<file path="config.mk">
export PLATFORM = sky130hd
export DESIGN_NAME = query_command_parser
export DESIGN_NICKNAME = d
export VERILOG_FILES = /design/src/sv/qcp_pkg.sv /design/src/sv/qcp_queue.sv /design/src/sv/qcp_front.sv /design/src/sv/qcp_back.sv /design/src/sv/query_command_parser.sv
export VERILOG_INCLUDE_DIRS = /design/src /design/src/sv
export SDC_FILE = /design/constraint.sdc
export NUM_CORES = 1
export LEC_CHECK = 0
export ABC_CLOCK_PERIOD_IN_PS = 6700
export BUFFER_PORTS_ARGS = -buffer_cell sky130_fd_sc_hd__buf_2
export CAP_MARGIN = 20
export CELL_PAD_IN_SITES_DETAIL_PLACEMENT = 0
export CELL_PAD_IN_SITES_GLOBAL_PLACEMENT = 1
export CORE_ASPECT_RATIO = 1.25
export CORE_MARGIN = 8
export CORE_UTILIZATION = 55
export CTS_BUF_LIST = sky130_fd_sc_hd__clkbuf_8
export DETAILED_ROUTE_END_ITERATION = 12
export GPL_ROUTABILITY_DRIVEN = 0
export GPL_TIMING_DRIVEN = 0
export MAX_ROUTING_LAYER = met4
export PLACE_DENSITY = 0.86
export SYNTH_ARGS = -nofsm -noshare
export SYNTH_HDL_FRONTEND = slang
export SYNTH_HIERARCHICAL = 1
export SYNTH_SLANG_ARGS = --single-unit
</file>
<file path="constraint.sdc">
create_clock -name clock -period 6.7 [get_ports clock]
set_input_delay 1.34 -clock clock [delete_from_list [all_inputs] [get_ports clock]]
set_output_delay 1.34 -clock clock [all_outputs]
set_load 0.05 [all_outputs]
</file>
<file path="src/sv/query_command_parser_macros.svh">
// assertion macros for the query command parser
// used by the top level; needs a clock and an active-high reset from the caller
`ifndef QUERY_COMMAND_PARSER_MACROS_SVH
`define QUERY_COMMAND_PARSER_MACROS_SVH

// condition holds at every clock edge outside reset
`define QCP_ASSERT_ALWAYS(label, clk, rst, cond) \
   label: assert property (@(posedge clk) disable iff (rst) (cond)) \
      else $error("qcp invariant violated");

// consequence holds in the cycle after the antecedent
`define QCP_ASSERT_NEXT(label, clk, rst, ante, cons) \
   label: assert property (@(posedge clk) disable iff (rst) (ante) |=> (cons)) \
      else $error("qcp sequence violated");

`endif

</file>
<file path="src/sv/qcp_pkg.sv">
// shared types and constants of the query command parser
// no dependencies; used by every module of the block but the queue
`default_nettype none

package qcp_pkg;

   localparam int QUEUE_DEPTH = 2;

   localparam logic [7:0] CH_NEWLINE = 8'h0A;
   localparam logic [7:0] CH_SPACE   = 8'h20;
   localparam logic [7:0] CH_QUOTE   = 8'h22;
   localparam logic [7:0] CH_SEMI    = 8'h3B;
   localparam logic [7:0] CH_BSLASH  = 8'h5C;

   // command words, first letter in the low byte
   localparam logic [47:0] WORD_SEARCH = 48'h686372616573;
   localparam logic [47:0] WORD_INSERT = 48'h747265736E69;
   localparam logic [47:0] WORD_DELETE = 48'h6574656C6564;
   localparam logic [47:0] WORD_QUIT   = 48'h000074697571;

   localparam logic [63:0] KEY_LIMIT_DIV = 64'd1844674407370955161;

   typedef enum logic [2:0] {
      EVT_NONE = 3'd0,
      EVT_CMD  = 3'd1,
      EVT_KEY  = 3'd2,
      EVT_BYTE = 3'd3,
      EVT_PEND = 3'd4
   } evt_type;

   typedef enum logic [1:0] {
      CMD_SEARCH = 2'd0,
      CMD_INSERT = 2'd1,
      CMD_DELETE = 2'd2,
      CMD_QUIT   = 2'd3
   } cmd_type;

   typedef enum logic [2:0] {
      PH_EXP_CMD = 3'd0,
      PH_RD_CMD  = 3'd1,
      PH_EXP_KEY = 3'd2,
      PH_RD_KEY  = 3'd3,
      PH_EXP_PAY = 3'd4,
      PH_RD_PAY  = 3'd5
   } phase_type;

   typedef struct packed {
      logic [7:0] ch;
      logic       end_of_query;
   } req_type;

   typedef struct packed {
      evt_type     event_res;
      cmd_type     cmd;
      logic [63:0] key_value;
      logic [7:0]  data_byte;
      logic        done_res;
      logic        accepted;
   } rsp_type;

   // classified byte passed from front to back
   typedef struct packed {
      logic [7:0] ch;
      logic       last;
      logic       is_letter;
      logic       is_digit;
      logic       is_space;
      logic       is_newline;
      logic       is_semi;
      logic       is_quote;
      logic       is_bslash;
      logic [7:0] lower;
      logic [3:0] digit;
   } tok_type;

endpackage

`default_nettype wire

</file>
<file path="src/sv/qcp_queue.sv">
// small register queue with push/full and pop/empty sides
// generic width and depth; no package dependency
`default_nettype none

module qcp_queue #(
   parameter int WIDTH = 8,
   parameter int DEPTH = 2
) (
   input  wire logic             clock,
   input  wire logic             reset,
   input  wire logic             push,
   input  wire logic [WIDTH-1:0] push_data,
   output logic                  full,
   input  wire logic             pop,
   output logic [WIDTH-1:0]      pop_data,
   output logic                  empty
);

   localparam int PW = (DEPTH > 1) ? $clog2(DEPTH) : 1;
   localparam int CW = $clog2(DEPTH + 1);

   logic [WIDTH-1:0] store_ff [DEPTH];
   logic [PW-1:0]    wr_ptr_ff, wr_ptr_in;
   logic [PW-1:0]    rd_ptr_ff, rd_ptr_in;
   logic [CW-1:0]    count_ff, count_in;
   logic             do_push, do_pop;

   assign full     = (count_ff == CW'(DEPTH));
   assign empty    = (count_ff == '0);
   assign do_push  = push && !full;
   assign do_pop   = pop && !empty;
   assign pop_data = store_ff[rd_ptr_ff];

   always_comb begin
      wr_ptr_in = wr_ptr_ff;
      rd_ptr_in = rd_ptr_ff;
      count_in  = count_ff;
      if (do_push) begin
         wr_ptr_in = (wr_ptr_ff == PW'(DEPTH - 1)) ? '0 : wr_ptr_ff + 1'b1;
      end
      if (do_pop) begin
         rd_ptr_in = (rd_ptr_ff == PW'(DEPTH - 1)) ? '0 : rd_ptr_ff + 1'b1;
      end
      if (do_push && !do_pop) begin
         count_in = count_ff + 1'b1;
      end else if (do_pop && !do_push) begin
         count_in = count_ff - 1'b1;
      end
   end

   always_ff @(posedge clock) begin
      if (reset) begin
         wr_ptr_ff <= '0;
         rd_ptr_ff <= '0;
         count_ff  <= '0;
      end else begin
         wr_ptr_ff <= wr_ptr_in;
         rd_ptr_ff <= rd_ptr_in;
         count_ff  <= count_in;
      end
   end

   always_ff @(posedge clock) begin
      if (do_push) begin
         store_ff[wr_ptr_ff] <= push_data;
      end
   end

endmodule

`default_nettype wire

</file>
<file path="src/sv/qcp_front.sv">
// front end: accepts query bytes and classifies them into tokens
// depends on qcp_pkg; feeds the token queue
`default_nettype none

module qcp_front (
   input  wire logic             req_push,
   input  wire qcp_pkg::req_type req_data,
   output logic                  req_full,
   input  wire logic             tok_full,
   output logic                  tok_push,
   output qcp_pkg::tok_type      tok
);

   logic [7:0] ch;
   logic       is_upper;
   logic       is_lower;

   assign ch       = req_data.ch;
   assign is_upper = ch inside {[8'h41:8'h5A]};
   assign is_lower = ch inside {[8'h61:8'h7A]};
   assign req_full = tok_full;
   assign tok_push = req_push;

   always_comb begin
      tok.ch         = ch;
      tok.last       = req_data.end_of_query;
      tok.is_letter  = is_upper || is_lower;
      tok.is_digit   = ch inside {[8'h30:8'h39]};
      tok.is_space   = (ch == qcp_pkg::CH_SPACE);
      tok.is_newline = (ch == qcp_pkg::CH_NEWLINE);
      tok.is_semi    = (ch == qcp_pkg::CH_SEMI);
      tok.is_quote   = (ch == qcp_pkg::CH_QUOTE);
      tok.is_bslash  = (ch == qcp_pkg::CH_BSLASH);
      tok.lower      = is_upper ? (ch + 8'd32) : ch;
      tok.digit      = ch[3:0];
   end

endmodule

`default_nettype wire

</file>
<file path="src/sv/qcp_back.sv">
// back end: parser state machine, word match, key accumulation, events
// depends on qcp_pkg; reads the token queue and writes the result queue
`default_nettype none

module qcp_back (
   input  wire logic             clock,
   input  wire logic             reset,
   input  wire logic             tok_valid,
   input  wire qcp_pkg::tok_type tok,
   output logic                  tok_pop,
   input  wire logic             rsp_full,
   output logic                  rsp_push,
   output qcp_pkg::rsp_type      rsp
);

   qcp_pkg::phase_type phase_ff, phase_in;
   logic [47:0]        word_letters_ff, word_letters_in;
   logic [2:0]         word_length_ff, word_length_in;
   logic               word_too_long_ff, word_too_long_in;
   logic [63:0]        key_accum_ff, key_accum_in;
   logic               key_overflow_ff, key_overflow_in;
   logic               escape_pending_ff, escape_pending_in;
   logic               finished_ff, finished_in;

   logic               step;
   logic               match_ok;
   qcp_pkg::cmd_type   match_cmd;
   logic               word_full;
   logic [47:0]        word_added;
   logic [63:0]        key_next;
   logic               key_ovf_step;

   assign step     = tok_valid && !rsp_full;
   assign tok_pop  = step;
   assign rsp_push = step;

   // command word lookup
   always_comb begin
      match_ok  = 1'b0;
      match_cmd = qcp_pkg::CMD_SEARCH;
      if (!word_too_long_ff) begin
         if (word_length_ff == 3'd6 && word_letters_ff == qcp_pkg::WORD_SEARCH) begin
            match_ok  = 1'b1;
            match_cmd = qcp_pkg::CMD_SEARCH;
         end else if (word_length_ff == 3'd6 && word_letters_ff == qcp_pkg::WORD_INSERT) begin
            match_ok  = 1'b1;
            match_cmd = qcp_pkg::CMD_INSERT;
         end else if (word_length_ff == 3'd6 && word_letters_ff == qcp_pkg::WORD_DELETE) begin
            match_ok  = 1'b1;
            match_cmd = qcp_pkg::CMD_DELETE;
         end else if (word_length_ff == 3'd4 && word_letters_ff == qcp_pkg::WORD_QUIT) begin
            match_ok  = 1'b1;
            match_cmd = qcp_pkg::CMD_QUIT;
         end
      end
   end

   assign word_full  = (word_length_ff >= 3'd6);
   assign word_added = word_letters_ff | (48'(tok.lower) << {word_length_ff, 3'b000});

   // key * 10 + digit as two shifted adds
   assign key_next = {key_accum_ff[60:0], 3'b000} + {key_accum_ff[62:0], 1'b0}
                   + 64'(tok.digit);
   assign key_ovf_step = (key_accum_ff > qcp_pkg::KEY_LIMIT_DIV)
                      || (key_accum_ff == qcp_pkg::KEY_LIMIT_DIV && tok.digit > 4'd5);

   // result of the current token
   always_comb begin
      rsp.event_res = qcp_pkg::EVT_NONE;
      rsp.cmd       = qcp_pkg::CMD_SEARCH;
      rsp.key_value = '0;
      rsp.data_byte = '0;
      rsp.done_res  = 1'b0;
      rsp.accepted  = 1'b0;
      if (!finished_ff) begin
         case (phase_ff)
            qcp_pkg::PH_EXP_CMD: begin
               if (!(tok.is_space || tok.is_newline || tok.is_letter)) begin
                  rsp.done_res = 1'b1;
               end
            end
            qcp_pkg::PH_RD_CMD: begin
               if (tok.is_letter) begin
               end else if (tok.is_space && match_ok) begin
                  rsp.event_res = qcp_pkg::EVT_CMD;
                  rsp.cmd       = match_cmd;
               end else begin
                  rsp.done_res = 1'b1;
               end
            end
            qcp_pkg::PH_EXP_KEY, qcp_pkg::PH_RD_KEY: begin
               if (tok.is_digit) begin
               end else if (tok.is_space && phase_ff == qcp_pkg::PH_EXP_KEY) begin
               end else if (phase_ff == qcp_pkg::PH_RD_KEY && (tok.is_space || tok.is_semi)) begin
                  if (key_overflow_ff) begin
                     rsp.done_res = 1'b1;
                  end else begin
                     rsp.event_res = qcp_pkg::EVT_KEY;
                     rsp.key_value = key_accum_ff;
                     if (tok.is_semi) begin
                        rsp.done_res = 1'b1;
                        rsp.accepted = 1'b1;
                     end
                  end
               end else begin
                  rsp.done_res = 1'b1;
               end
            end
            qcp_pkg::PH_EXP_PAY: begin
               if (tok.is_space || tok.is_quote) begin
               end else if (tok.is_semi) begin
                  rsp.done_res = 1'b1;
                  rsp.accepted = 1'b1;
               end else begin
                  rsp.done_res = 1'b1;
               end
            end
            qcp_pkg::PH_RD_PAY: begin
               if (escape_pending_ff) begin
                  rsp.event_res = qcp_pkg::EVT_BYTE;
                  rsp.data_byte = tok.ch;
               end else if (tok.is_bslash) begin
               end else if (tok.is_quote) begin
                  rsp.event_res = qcp_pkg::EVT_PEND;
               end else begin
                  rsp.event_res = qcp_pkg::EVT_BYTE;
                  rsp.data_byte = tok.ch;
               end
            end
            default: begin
               rsp.done_res = 1'b1;
            end
         endcase
         if (tok.last) begin
            rsp.done_res = 1'b1;
         end
      end
   end

   // next state
   always_comb begin
      phase_in          = phase_ff;
      word_letters_in   = word_letters_ff;
      word_length_in    = word_length_ff;
      word_too_long_in  = word_too_long_ff;
      key_accum_in      = key_accum_ff;
      key_overflow_in   = key_overflow_ff;
      escape_pending_in = escape_pending_ff;
      finished_in       = finished_ff;
      if (step) begin
         if (!finished_ff) begin
            case (phase_ff)
               qcp_pkg::PH_EXP_CMD, qcp_pkg::PH_RD_CMD: begin
                  if (tok.is_letter && (phase_ff == qcp_pkg::PH_RD_CMD
                                        || !(tok.is_space || tok.is_newline))) begin
                     if (word_full) begin
                        word_too_long_in = 1'b1;
                     end else begin
                        word_letters_in = word_added;
                        word_length_in  = word_length_ff + 3'd1;
                     end
                     phase_in = qcp_pkg::PH_RD_CMD;
                  end else if (phase_ff == qcp_pkg::PH_RD_CMD && tok.is_space && match_ok) begin
                     word_letters_in  = '0;
                     word_length_in   = '0;
                     word_too_long_in = 1'b0;
                     phase_in         = qcp_pkg::PH_EXP_KEY;
                  end
               end
               qcp_pkg::PH_EXP_KEY, qcp_pkg::PH_RD_KEY: begin
                  if (tok.is_digit) begin
                     if (key_ovf_step) begin
                        key_overflow_in = 1'b1;
                     end
                     key_accum_in = key_next;
                     phase_in     = qcp_pkg::PH_RD_KEY;
                  end else if (phase_ff == qcp_pkg::PH_RD_KEY && tok.is_space
                               && !key_overflow_ff) begin
                     phase_in = qcp_pkg::PH_EXP_PAY;
                  end
               end
               qcp_pkg::PH_EXP_PAY: begin
                  if (tok.is_quote) begin
                     phase_in = qcp_pkg::PH_RD_PAY;
                  end
               end
               qcp_pkg::PH_RD_PAY: begin
                  if (escape_pending_ff) begin
                     escape_pending_in = 1'b0;
                  end else if (tok.is_bslash) begin
                     escape_pending_in = 1'b1;
                  end else if (tok.is_quote) begin
                     phase_in = qcp_pkg::PH_EXP_PAY;
                  end
               end
               default: begin
                  phase_in = phase_ff;
               end
            endcase
            if (rsp.done_res) begin
               finished_in = 1'b1;
            end
         end
         if (tok.last) begin
            phase_in          = qcp_pkg::PH_EXP_CMD;
            word_letters_in   = '0;
            word_length_in    = '0;
            word_too_long_in  = 1'b0;
            key_accum_in      = '0;
            key_overflow_in   = 1'b0;
            escape_pending_in = 1'b0;
            finished_in       = 1'b0;
         end
      end
   end

   always_ff @(posedge clock) begin
      if (reset) begin
         phase_ff          <= qcp_pkg::PH_EXP_CMD;
         word_letters_ff   <= '0;
         word_length_ff    <= '0;
         word_too_long_ff  <= 1'b0;
         key_accum_ff      <= '0;
         key_overflow_ff   <= 1'b0;
         escape_pending_ff <= 1'b0;
         finished_ff       <= 1'b0;
      end else begin
         phase_ff          <= phase_in;
         word_letters_ff   <= word_letters_in;
         word_length_ff    <= word_length_in;
         word_too_long_ff  <= word_too_long_in;
         key_accum_ff      <= key_accum_in;
         key_overflow_ff   <= key_overflow_in;
         escape_pending_ff <= escape_pending_in;
         finished_ff       <= finished_in;
      end
   end

endmodule

`default_nettype wire

</file>
<file path="src/sv/query_command_parser.sv">
// top level of the query command parser: front, token queue, back, result queue
// depends on qcp_pkg, qcp_front, qcp_queue, qcp_back and the assertion macros
//
// usage
// - request side is a queue: drive req_data and raise req_push; a query byte is
//   taken at an edge where req_push is high and req_full is low; end_of_query
//   marks the last byte of a query
// - result side is a queue: while rsp_empty is low the oldest result is on
//   rsp_data; it is taken at an edge where rsp_pop is high
// - every byte gives exactly one result, in order
// - a taken byte is registered in the token queue; the back end then parses it and
//   writes its result into the result queue, from which it can be popped
// - throughput: one byte per cycle while results are popped; the back end's
//   parse step per byte is combinational, with one 64-bit shift-and-add key update
// - the token queue and the result queue, QUEUE_DEPTH entries each, let the
//   front keep taking bytes while a result waits; when the receiver stops
//   popping, both queues fill and req_full rises
// - reset empties both queues and puts the parser in its idle state, waiting
//   for a command word
`default_nettype none
`include "query_command_parser_macros.svh"

module query_command_parser #(
   parameter int QUEUE_DEPTH = qcp_pkg::QUEUE_DEPTH
) (
   input  wire logic             clock,
   input  wire logic             reset,
   input  wire logic             req_push,
   input  wire qcp_pkg::req_type req_data,
   output logic                  req_full,
   input  wire logic             rsp_pop,
   output qcp_pkg::rsp_type      rsp_data,
   output logic                  rsp_empty
);

   localparam int TOK_W = $bits(qcp_pkg::tok_type);
   localparam int RSP_W = $bits(qcp_pkg::rsp_type);

   qcp_pkg::tok_type front_tok;
   qcp_pkg::tok_type back_tok;
   qcp_pkg::rsp_type back_rsp;
   logic             tok_push, tok_full, tok_empty, tok_pop;
   logic             out_push, out_full;
   logic [TOK_W-1:0] tok_bits;
   logic [RSP_W-1:0] rsp_bits;

   qcp_front u_front (
      .req_push (req_push),
      .req_data (req_data),
      .req_full (req_full),
      .tok_full (tok_full),
      .tok_push (tok_push),
      .tok      (front_tok)
   );

   qcp_queue #(
      .WIDTH (TOK_W),
      .DEPTH (QUEUE_DEPTH)
   ) u_tok_queue (
      .clock     (clock),
      .reset     (reset),
      .push      (tok_push),
      .push_data (front_tok),
      .full      (tok_full),
      .pop       (tok_pop),
      .pop_data  (tok_bits),
      .empty     (tok_empty)
   );

   assign back_tok = qcp_pkg::tok_type'(tok_bits);

   qcp_back u_back (
      .clock     (clock),
      .reset     (reset),
      .tok_valid (!tok_empty),
      .tok       (back_tok),
      .tok_pop   (tok_pop),
      .rsp_full  (out_full),
      .rsp_push  (out_push),
      .rsp       (back_rsp)
   );

   qcp_queue #(
      .WIDTH (RSP_W),
      .DEPTH (QUEUE_DEPTH)
   ) u_rsp_queue (
      .clock     (clock),
      .reset     (reset),
      .push      (out_push),
      .push_data (back_rsp),
      .full      (out_full),
      .pop       (rsp_pop),
      .pop_data  (rsp_bits),
      .empty     (rsp_empty)
   );

   assign rsp_data = qcp_pkg::rsp_type'(rsp_bits);

   // one result per token, never more, never fewer
   `QCP_ASSERT_ALWAYS(a_one_result_per_token, clock, reset, tok_pop == out_push)
   // back end only steps on a present token with room for its result
   `QCP_ASSERT_ALWAYS(a_step_has_room, clock, reset, !out_push || (!tok_empty && !out_full))
   // accept only comes with a finish
   `QCP_ASSERT_ALWAYS(a_accept_needs_done, clock, reset,
      rsp_empty || !rsp_data.accepted || rsp_data.done_res)
   // an accepted byte reaches the token queue
   `QCP_ASSERT_NEXT(a_byte_queued, clock, reset, req_push && !req_full, !tok_empty)

endmodule

`default_nettype wire

</file>
After elaboration in Yosys (flattened, before gate mapping)
Memories as Yosys holds them, arrays and structs flattened. A register that Yosys moved wholly into a read port is not among the register bits.
Cells that the tools add are included.
{ "word_totals": {"ff_bits": 130, "mem_bits_rw": 214, "input_bits": 13, "out_inout_bits": 81, "elab_cells": 238, "mem_count": 2} }
{ "classes": {"n_addsub": 12, "order_cmp": 9, "eq_ne": 28, "shift": 1, "mux": 109, "bitwise": 1, "n_reduce_logical": 62} }
{ "mem_list": {"columns": ["name", "words", "width", "rd", "rd_ports_with_merged_regs", "wr", "line_no", "source"], "rows": [
  ["u_rsp_queue.store_ff", 2, 79, 1, 1, 1, "qcp_queue.sv:22", "logic [WIDTH-1:0] store_ff [DEPTH];"],
  ["u_tok_queue.store_ff", 2, 28, 1, 1, 1, "qcp_queue.sv:22", null]
]} }
{ "ops": {"columns": ["op", "count"], "rows": [
  ["2-to-1 mux 64 bit", 9],
  ["2-to-1 mux 48 bit", 6],
  ["equality test 48 x 47 -> 1 bit, second input constant", 3],
  ["2-to-1 mux 79 bit", 1],
  ["2-to-1 mux 3 bit", 24],
  ["adder 64 x 4 -> 64 bit", 1],
  ["adder 64 bit", 1],
  ["equality test 64 x 61 -> 1 bit, second input constant", 1],
  ["> comparator 64 x 61 -> 1 bit, second input constant", 1],
  ["equality test 48 x 31 -> 1 bit, second input constant", 1],
  ["OR 48 bit", 1],
  ["<< shifter 8 x 6 -> 48 bit", 1],
  ["2-to-1 mux 1 bit", 45],
  ["2-to-1 mux 8 bit", 5],
  ["2-to-1 mux 2 bit", 15],
  ["logical AND 1 bit", 25],
  ["equality test 8 x 6 -> 1 bit, second input constant", 3],
  ["greater-or-equal comparator 8 x 7 -> 1 bit, second input constant", 2],
  ["less-or-equal comparator 8 x 7 -> 1 bit, second input constant", 2],
  ["AND reduction 5 bit", 3],
  ["nonzero test 2 bit", 7],
  ["equality test 3 bit, second input constant", 4],
  ["case mux 3 bit (4 select lines)", 1],
  ["logical NOT 1 bit", 10],
  ["other kinds (31)", 50]
]} }

Logic depth before layout (Yosys ltp)
Gate-level depths: netlist of run 1.
{ "logic_depth": {"depth_word": 16, "mapped_depth": 17, "mapped_depth_nobuf": 15} }

By module
Netlist of run 1, hierarchy kept.
{ "by_module_without_submodules": {"columns": ["mod", "instances", "cells_per_inst", "area_each_um2", "seq_area_each_um2"], "rows": [
  ["qcp_back", 1, 1313, 10127.2, 2442.3],
  ["qcp_queue (u_rsp_queue)", 1, 271, 5953.2, 4844.6],
  ["qcp_queue (u_tok_queue)", 1, 112, 2234.6, 1781.7],
  ["qcp_front", 1, 52, 375.4, 0.0],
  ["query_command_parser", 1, 1, 3.8, 0.0]
]} }

Least setup slack after synthesis of run 1
Ideal clock, no wire load.
{ "synth_timing": {"kind": "reg2reg", "from": "reg (tool-made name)", "to": "reg u_back.key_accum_ff[40]", "setup_time_ps": 128, "arrival_ps": 3819, "required_time_ps": 6572, "setup_slack_ps": 2752, "stages_incl_launch_ff": 16, "path_buffers": 2, "period_less_slack_ps": 3948, "path_cell_list": "dfxtp_1 > buf_2 > buf_4 > mux2_2 > fa_1 > ha_1 > nor2b_1 > o2111a_1 > or2_2 > a21boi_0 > a21oi_1 > a311o_1 > a21boi_0 > o31ai_1 > xnor2_1 > o21ai_0"} }
{ "synth_lines": {"columns": ["item", "line_no", "source"], "rows": [
  ["to (signal assigned)", "qcp_back.sv:232", "key_accum_ff <= key_accum_in;"],
  ["to (decl)", "qcp_back.sv:20", "logic [63:0] key_accum_ff, key_accum_in;"]
]} }

==> run metrics, run 1 <==
Slew Viols, Final=0; area grow syn2layout=11.65%; crit path kind=flip-flop to flip-flop; IO Count=94; fin util=0.6230; Async S/R FF share, synth=0; most common flop cell mapped by yosys=edfxtp_1; Core Area=33,500 um2; post-synth net total=1,893; Longest Clk Path Bufs=3; All-Layer GR Usage=0.2318; Worst Skew=0.03309 ns; Starting Density=0.5580; register area=9069 um2; Die H=222.1 um; Hold Path Cell Cnt=2; Cell Pwr Density=346.3 nW/um2; Fill cells=2,815; DP Worst Slack=1.832 ns; clk slew on worst S/H paths=0.06 ns; largest net degree at the start of global routing=46; Slew Limit Headroom=0.4024; setup TNS=0 ns; CP max FO=10; data required time of the worst path=7.22 ns; drt first pass iters=6; IO Port Bufs=91; DIE WIDTH=180.9 um; HPWL Detailed=34,590 um; layout net count=2,045; layout cell share with drive strength beyond 1=0.1736; Antenna Nets Post-Route=0; Worst setup SP type=flip-flop; vias in the first global route=14,119; average wire per standard cell=19.43 um; EDFF count, synth=214; post-CTS setup buffer count=0; H-Tree Level Count=2; YS warnings=6; Gate Count Post-Synth=1,749; Cell Area, Synth=18,690 um2; endpoint type of the worst setup path=flip-flop; initial DRC count=726; sequential fraction of the synthesis area=0.4851; CTS tree=yes; Hold Crit Class=flip-flop to flip-flop; fmax=0.2039 GHz; number of hold buffers added after CTS=0; die area=40,180 um2; total of max-cap violations=0; DRC=0; multi-input logic area=8916 um2; Leak=8.476 nW; post-cts resize count=0; Final Hold Vio Count=0; Via density=5.866; Data arrival, critical path=5.42 ns; gr ovfl total=0; R2R setup slack=1.80 ns; row count=75; Period minus WS final=4.904 ns; CTS Sinks=346; post-route setup slack=1.796 ns; Max VDD drop=0.0002998 V; Setup-failing EPs final=0; first-pass GRT wire length=73,810 um; Register-to-Register Path Depth=15; status=complete, no violations; initial antenna violation count=3; RSZ-0062 raised after global routing=false; Synth Register Bits=346; total number of vias=13,913; final WL=46,100 um; Distinct cells, synth=82; total power draw=7.229 mW; synthesized area per cell=10.69 um2; cts bufs inserted=54; Worst Tran Pin Value=0.8965 ns; Clock Latency Late Sink=0.61 ns; final hold slack=0.4507 ns; root buf cell=clkbuf_8; period utilization=0.7320
[critical path, cell delays in order (launching register included)]
cell	delay (ns)
dfxtp_1	0.31
buf_2	0.24
buf_4	0.26
mux2_2	0.39
fa_1	0.50
ha_1	0.32
a211oi_1	0.07
o21bai_1	0.23
a21oi_1	0.15
o21ai_0	0.40
a31oi_1	0.21
o41a_1	0.42
o21ai_0	0.48
a31oi_1	0.29
or3_1	0.42
o211ai_1	0.11
[sequential cells by signal, indices dropped and copies added, names as in the netlist, named ones only]
name,count
u_back/escape_pending_ff,1
u_back/finished_ff,1
u_back/key_accum_ff,64
u_back/key_overflow_ff,1
u_back/phase_ff,3
u_back/word_length_ff,3
u_back/word_letters_ff,48
u_back/word_too_long_ff,1
u_rsp_queue/count_ff,2
u_rsp_queue/rd_ptr_ff,1
u_rsp_queue/store_ff,158
u_rsp_queue/wr_ptr_ff,1
u_tok_queue/count_ff,2
u_tok_queue/rd_ptr_ff,1
u_tok_queue/store_ff,56
u_tok_queue/wr_ptr_ff,1
[through the flow]
stage | instance area [um2] | std cells
after detailed placement | 19770 | 2267
after CTS | 20840 | 2369
after floorplan | 18690 | 1749
after global placement | 19680 | 2263
final | 20870 | 2372
after global routing | 20870 | 2372
[metal layers]
metal | share of wire | up-vias | global-route usage
met5 | 0 | - | -
met2 | 0.52 | 337 | 0.4197
met3 | 0.040 | 115 | 0.03246
li1 | - | 6761 | -
met4 | 0.037 | 0 | 0.09802
met1 | 0.40 | 6700 | 0.2505
[final cells by class]
| class | count | share of cell area |
|---|---|---|
| flip-flops and latches | 346 | 0.4345 |
| well taps | 423 | 0.02536 |
| multi-input cells | 1250 | 0.4272 |
| repair buffers | 96 | 0.02704 |
| plain buffers | 91 | 0.02296 |
| clock buffers | 63 | 0.04154 |
| inverters | 62 | 0.01127 |
| clock inverters | 39 | 0.009891 |
| diodes | 2 | 0.0002398 |
[worst paths after layout]
kind,to,startpoint
worst max-delay path,u_back/key_accum_ff[59],flip-flop
worst min-delay path,u_back/word_letters_ff[35],u_back/word_letters_ff[35]
worst max register to register,u_back/key_accum_ff[59],flip-flop
worst min register to register,u_back/word_letters_ff[35],u_back/word_letters_ff[35]
[power by group]
part | internal, mW | switching [mW] | total, mW | leakage [nW]
logic | 0.742 | 1.95 | 2.69 | 4.77
registers | 2.71 | 0.106 | 2.81 | 3.08
clock network | 0.900 | 0.826 | 1.73 | 0.627
total | 4.35 | 2.88 | 7.23 | 8.48
[logic make-up (layout without fill, tap and decap cells)]
family / after synthesis / after routing / share of synthesized area
other: 0 / 2 / 0
flip-flops: 346 / 346 / 0.4851
XOR/XNOR: 63 / 63 / 0.02952
AO/OA/AOI/OAI: 434 / 434 / 0.1517
buffers and inverters: 153 / 351 / 0.03808
adder cells (fa/ha/maj): 131 / 131 / 0.08848
multiplexers: 108 / 108 / 0.06700
AND/OR/NAND/NOR: 514 / 514 / 0.1402
[Yosys cell counts, drive strengths merged (4+ instances only)]
cell type	instances	area [um2]
nor3	24	142.6
xor2	31	271.5
o21a	23	172.7
and3	17	106.4
a32oi	7	61.31
o211ai	13	97.59
a21boi	4	30.03
nor2	134	510.5
o21bai	16	120.1
nor4b	5	43.79
nand2b	16	100.1
o21ai	107	535.5
ha	129	1614
nand2	125	471.7
mux2	107	1242
clkbuf	49	183.9
nand4	23	143.9
a31oi	14	87.58
or3	14	87.58
a22o	17	148.9
dfxtp	132	2643
a22oi	26	195.2
a21o	32	240.2
inv	62	232.7
o31ai	7	57.55
a211oi	8	60.06
buf	42	295.3
o311ai	5	43.79
nor2b	10	67.57
nand3b	4	30.03
a211o	6	52.55
nor4	16	106.4
and2	82	513.0
nand3	22	110.1
a21oi	116	580.6
xnor2	32	280.3
edfxtp	214	6426
[layout by cell type (no fill, tap or decap), drive strengths merged, types with 85 or more instances in the layout]
| cell type | instances |
|---|---|
| mux2 | 107 |
| buf | 138 |
| ha | 129 |
| edfxtp | 214 |
| o21ai | 107 |
| clkbuf | 112 |
| inv | 85 |
| a21oi | 116 |
| dfxtp | 132 |
| nor2 | 134 |
| nand2 | 125 |
Power figures use the tool's default switching activity.
==> run 2, diff against run 1 <==
--- a/config.mk
+++ b/config.mk
@@ -6,20 +6,20 @@
 export SDC_FILE = /design/constraint.sdc
 export NUM_CORES = 1
 export LEC_CHECK = 0
-export ABC_CLOCK_PERIOD_IN_PS = 6700
+export ABC_CLOCK_PERIOD_IN_PS = 5100
 export BUFFER_PORTS_ARGS = -buffer_cell sky130_fd_sc_hd__buf_2
 export CAP_MARGIN = 20
 export CELL_PAD_IN_SITES_DETAIL_PLACEMENT = 0
 export CELL_PAD_IN_SITES_GLOBAL_PLACEMENT = 1
 export CORE_ASPECT_RATIO = 1.25
 export CORE_MARGIN = 8
-export CORE_UTILIZATION = 55
+export CORE_UTILIZATION = 51
 export CTS_BUF_LIST = sky130_fd_sc_hd__clkbuf_8
 export DETAILED_ROUTE_END_ITERATION = 12
 export GPL_ROUTABILITY_DRIVEN = 0
 export GPL_TIMING_DRIVEN = 0
 export MAX_ROUTING_LAYER = met4
-export PLACE_DENSITY = 0.86
+export PLACE_DENSITY = 0.8
 export SYNTH_ARGS = -nofsm -noshare
 export SYNTH_HDL_FRONTEND = slang
 export SYNTH_HIERARCHICAL = 1
==> constraint.sdc (replaced) <==
create_clock -name clock -period 5.1 [get_ports clock]
set_input_delay 1.02 -clock clock [delete_from_list [all_inputs] [get_ports clock]]
set_output_delay 1.02 -clock clock [all_outputs]
set_load 0.05 [all_outputs]
==> run 2 against run 1 <==
Register-to-register slack worse by 1.4 ns. Fmax increased by 4.0%. Sequential cell count is the same. Highest routed layer unchanged. Critical path type unchanged. Non-clock buffer count is the same.
==> run metrics, run 2 (same netlist as run 1, synthesis figures left out) <==
hold_sp=u_back/word_letters_ff[41]; post-cts resize count=0 (unchanged); CTS Sinks=346 (unchanged); post-CTS setup buffer count=0 (unchanged); Slew Viols, Final=0 (unchanged); All-Layer GR Usage=0.2200 (-0.01175); HPWL Detailed=34,980 um (+1.1%); vias in the first global route=14,086 (-0.23%); average wire per standard cell=19.21 um (-1.1%); Via density=5.682 (-3.1%); setup TNS=0 ns (unchanged); layout cell share with drive strength beyond 1=0.1724 (-0.001204); root buf cell=clkbuf_8; Final Hold Vio Count=0 (unchanged); critical path's largest stage delay=0.51 ns (about the same); die area=43,080 um2 (+7.2%); Cell Pwr Density=459.0 nW/um2 (+33%); number of flip-flops in the largest register=158 (unchanged); first-pass GRT wire length=75,280 um (+2.0%); Antenna Nets Post-Route=0 (unchanged); DP Area=19,860 um2 (+0.50%); Slowest-stage cell, CP=fa_1; cts bufs inserted=55 (+1.9%); Post-Layout Inst Area=21,010 um2 (+0.65%); Most flops, register=u_rsp_queue/store_ff; Hold Crit Class=flip-flop to flip-flop; largest net degree at the start of global routing=46 (unchanged); area grow syn2layout=12.37%; Worst setup SP type=flip-flop; IO Port Bufs=91 (unchanged); H-Tree Level Count=2 (unchanged); IO Count=94 (unchanged); Starting Density=0.5163 (-0.04171); biggest regs=u_rsp_queue/store_ff (158), u_back/key_accum_ff (64), u_tok_queue/store_ff (56); Slew Limit Headroom=0.3828 (-0.01960); Top cell by count, worst path=a31oi_1; DIE WIDTH=187.2 um (+3.5%); fmax=0.2120 GHz (+4.0%); CP max FO=10 (unchanged); gr ovfl total=0 (unchanged); initial DRC count=777 (+7.0%); drt first pass iters=5 (-1); row count=78 (+4.0%); final WL=46,680 um (+1.3%); initial antenna violation count=1 (-2); R2R setup slack=0.38 ns (-1.41 ns); Clock Latency Late Sink=0.62 ns (about the same); CTS tree=yes; status=complete, no violations; Cell Chain, Critical Path=buf_2 > buf_4 > mux2_2 > fa_1 > ha_1 > a211oi_1 > o21bai_1 > a21oi_1 > o21ai_0 > a31oi_1 > o41a_1 > o21ai_1 > a31oi_1 > or3_1 > o211ai_1; Longest Clk Path Bufs=3 (unchanged); reg2reg end=u_back/key_accum_ff[59]; CP Capture Point=u_back/key_accum_ff[59]; clk slew on worst S/H paths=0.06 ns (about the same); Worst Tran Pin Value=0.9259 ns (+0.02940 ns); most frequent cells in the layout=edfxtp_1 (214), nor2_1 (133), dfxtp_1 (132); number of hold buffers added after CTS=0 (unchanged); Setup-failing EPs final=0 (unchanged); total number of vias=13,807 (-0.76%); Register-to-Register Path Depth=15 (unchanged); Leak=8.512 nW (+0.42%); Die H=230.1 um (+3.6%); Core Area=36,210 um2 (+8.1%); layout net count=2,046 (+0.049%); crit path kind=flip-flop to flip-flop; period utilization=0.9249 (+0.1929); Max VDD drop=0.0005006 V (+67%); RSZ-0062 raised after global routing=false; Data arrival, critical path=5.24 ns (-0.18 ns); data required time of the worst path=5.62 ns (-1.60 ns); most common cell after layout, fill and taps aside=edfxtp_1; total of max-cap violations=0 (unchanged); Period minus WS final=4.717 ns (-0.1872 ns); endpoint type of the worst setup path=flip-flop; DRC=0 (unchanged); Worst Skew=0.01861 ns (-0.01448 ns)
-- run 2: cell count changes in the layout (fill, tap and decap cells not counted), moves of 2 or more --
cell,delta
clkinv_4,-2
clkinvlp_4,-3
clkinv_2,-2
bufinv_16,+3
clkbuf_8,-2
clkinv_1,+5
-- run 2: layout make-up --
| type | instances | area, um2 |
|---|---|---|
| fillers | 3197 | 15200 |
| diodes | 1 | 2.502 |
| plain buffers | 91 | 479.2 |
| clock inverters | 43 | 289.0 |
| clock buffers | 61 | 839.6 |
| multi-input cells | 1250 | 8927 |
| repair buffers | 96 | 564.3 |
| well taps | 480 | 600.6 |
| inverters | 62 | 235.2 |
| flip-flops and latches | 346 | 9069 |
-- run 2: power by group --
| part | switching [mW] | internal (mW) |
|---|---|---|
| Combinational | 2.57 | 0.976 |
| Clock | 1.10 | 1.31 |
| Sequential | 0.133 | 3.56 |
| Total | 3.81 | 5.84 |
-- run 2: routing by layer --
| layer | vias up | routed length (um) | track usage | share of wire |
|---|---|---|---|---|
| met1 | 6659 | 19140 | 0.2480 | 0.41 |
| li1 | 6786 | - | - | - |
| met2 | 281 | 24550 | 0.3947 | 0.53 |
| met4 | 0 | 1250 | 0.07977 | 0.027 |
| met3 | 81 | 1742 | 0.02907 | 0.037 |
| met5 | - | 0 | - | 0 |
-- run 2: worst min path at each step --
stage	to	slack, ns	depth (start not counted)
floorplan	u_back/word_letters_ff[41]	0.43	2
global route	u_back/word_letters_ff[38]	0.48	2
finish	u_back/word_letters_ff[41]	0.45	2
CTS	u_back/word_letters_ff[41]	0.45	2
global placement	u_back/word_letters_ff[41]	0.43	2
detailed placement	u_back/word_letters_ff[41]	0.44	2
-- run 2: critical path, delay by kind of cell, from the launching register on --
family	cells	cell delay, ns
and+or+nand+nor	1	0.39
adders and majority gates	2	0.82
buffers and inverters	2	0.54
DFF	1	0.30
AOI/OAI and AO/OA	9	2.17
muxes	1	0.40
-- run 2: through the flow --
step           std cells    util  hold WS, ns  setup slack, ns  power [mW]
2_1_floorplan       1749       -       0.4257            1.152       6.417
3_3_place_gp        2320  0.5455       0.4349           0.2870       7.273
3_5_place_dp        2325  0.5486       0.4444           0.2200       7.341
4_1_cts             2429  0.5798       0.4538           0.1945       9.767
5_1_grt             2430  0.5802       0.4804         0.002988       10.06
6_report            2430  0.5802       0.4495           0.3829       9.643
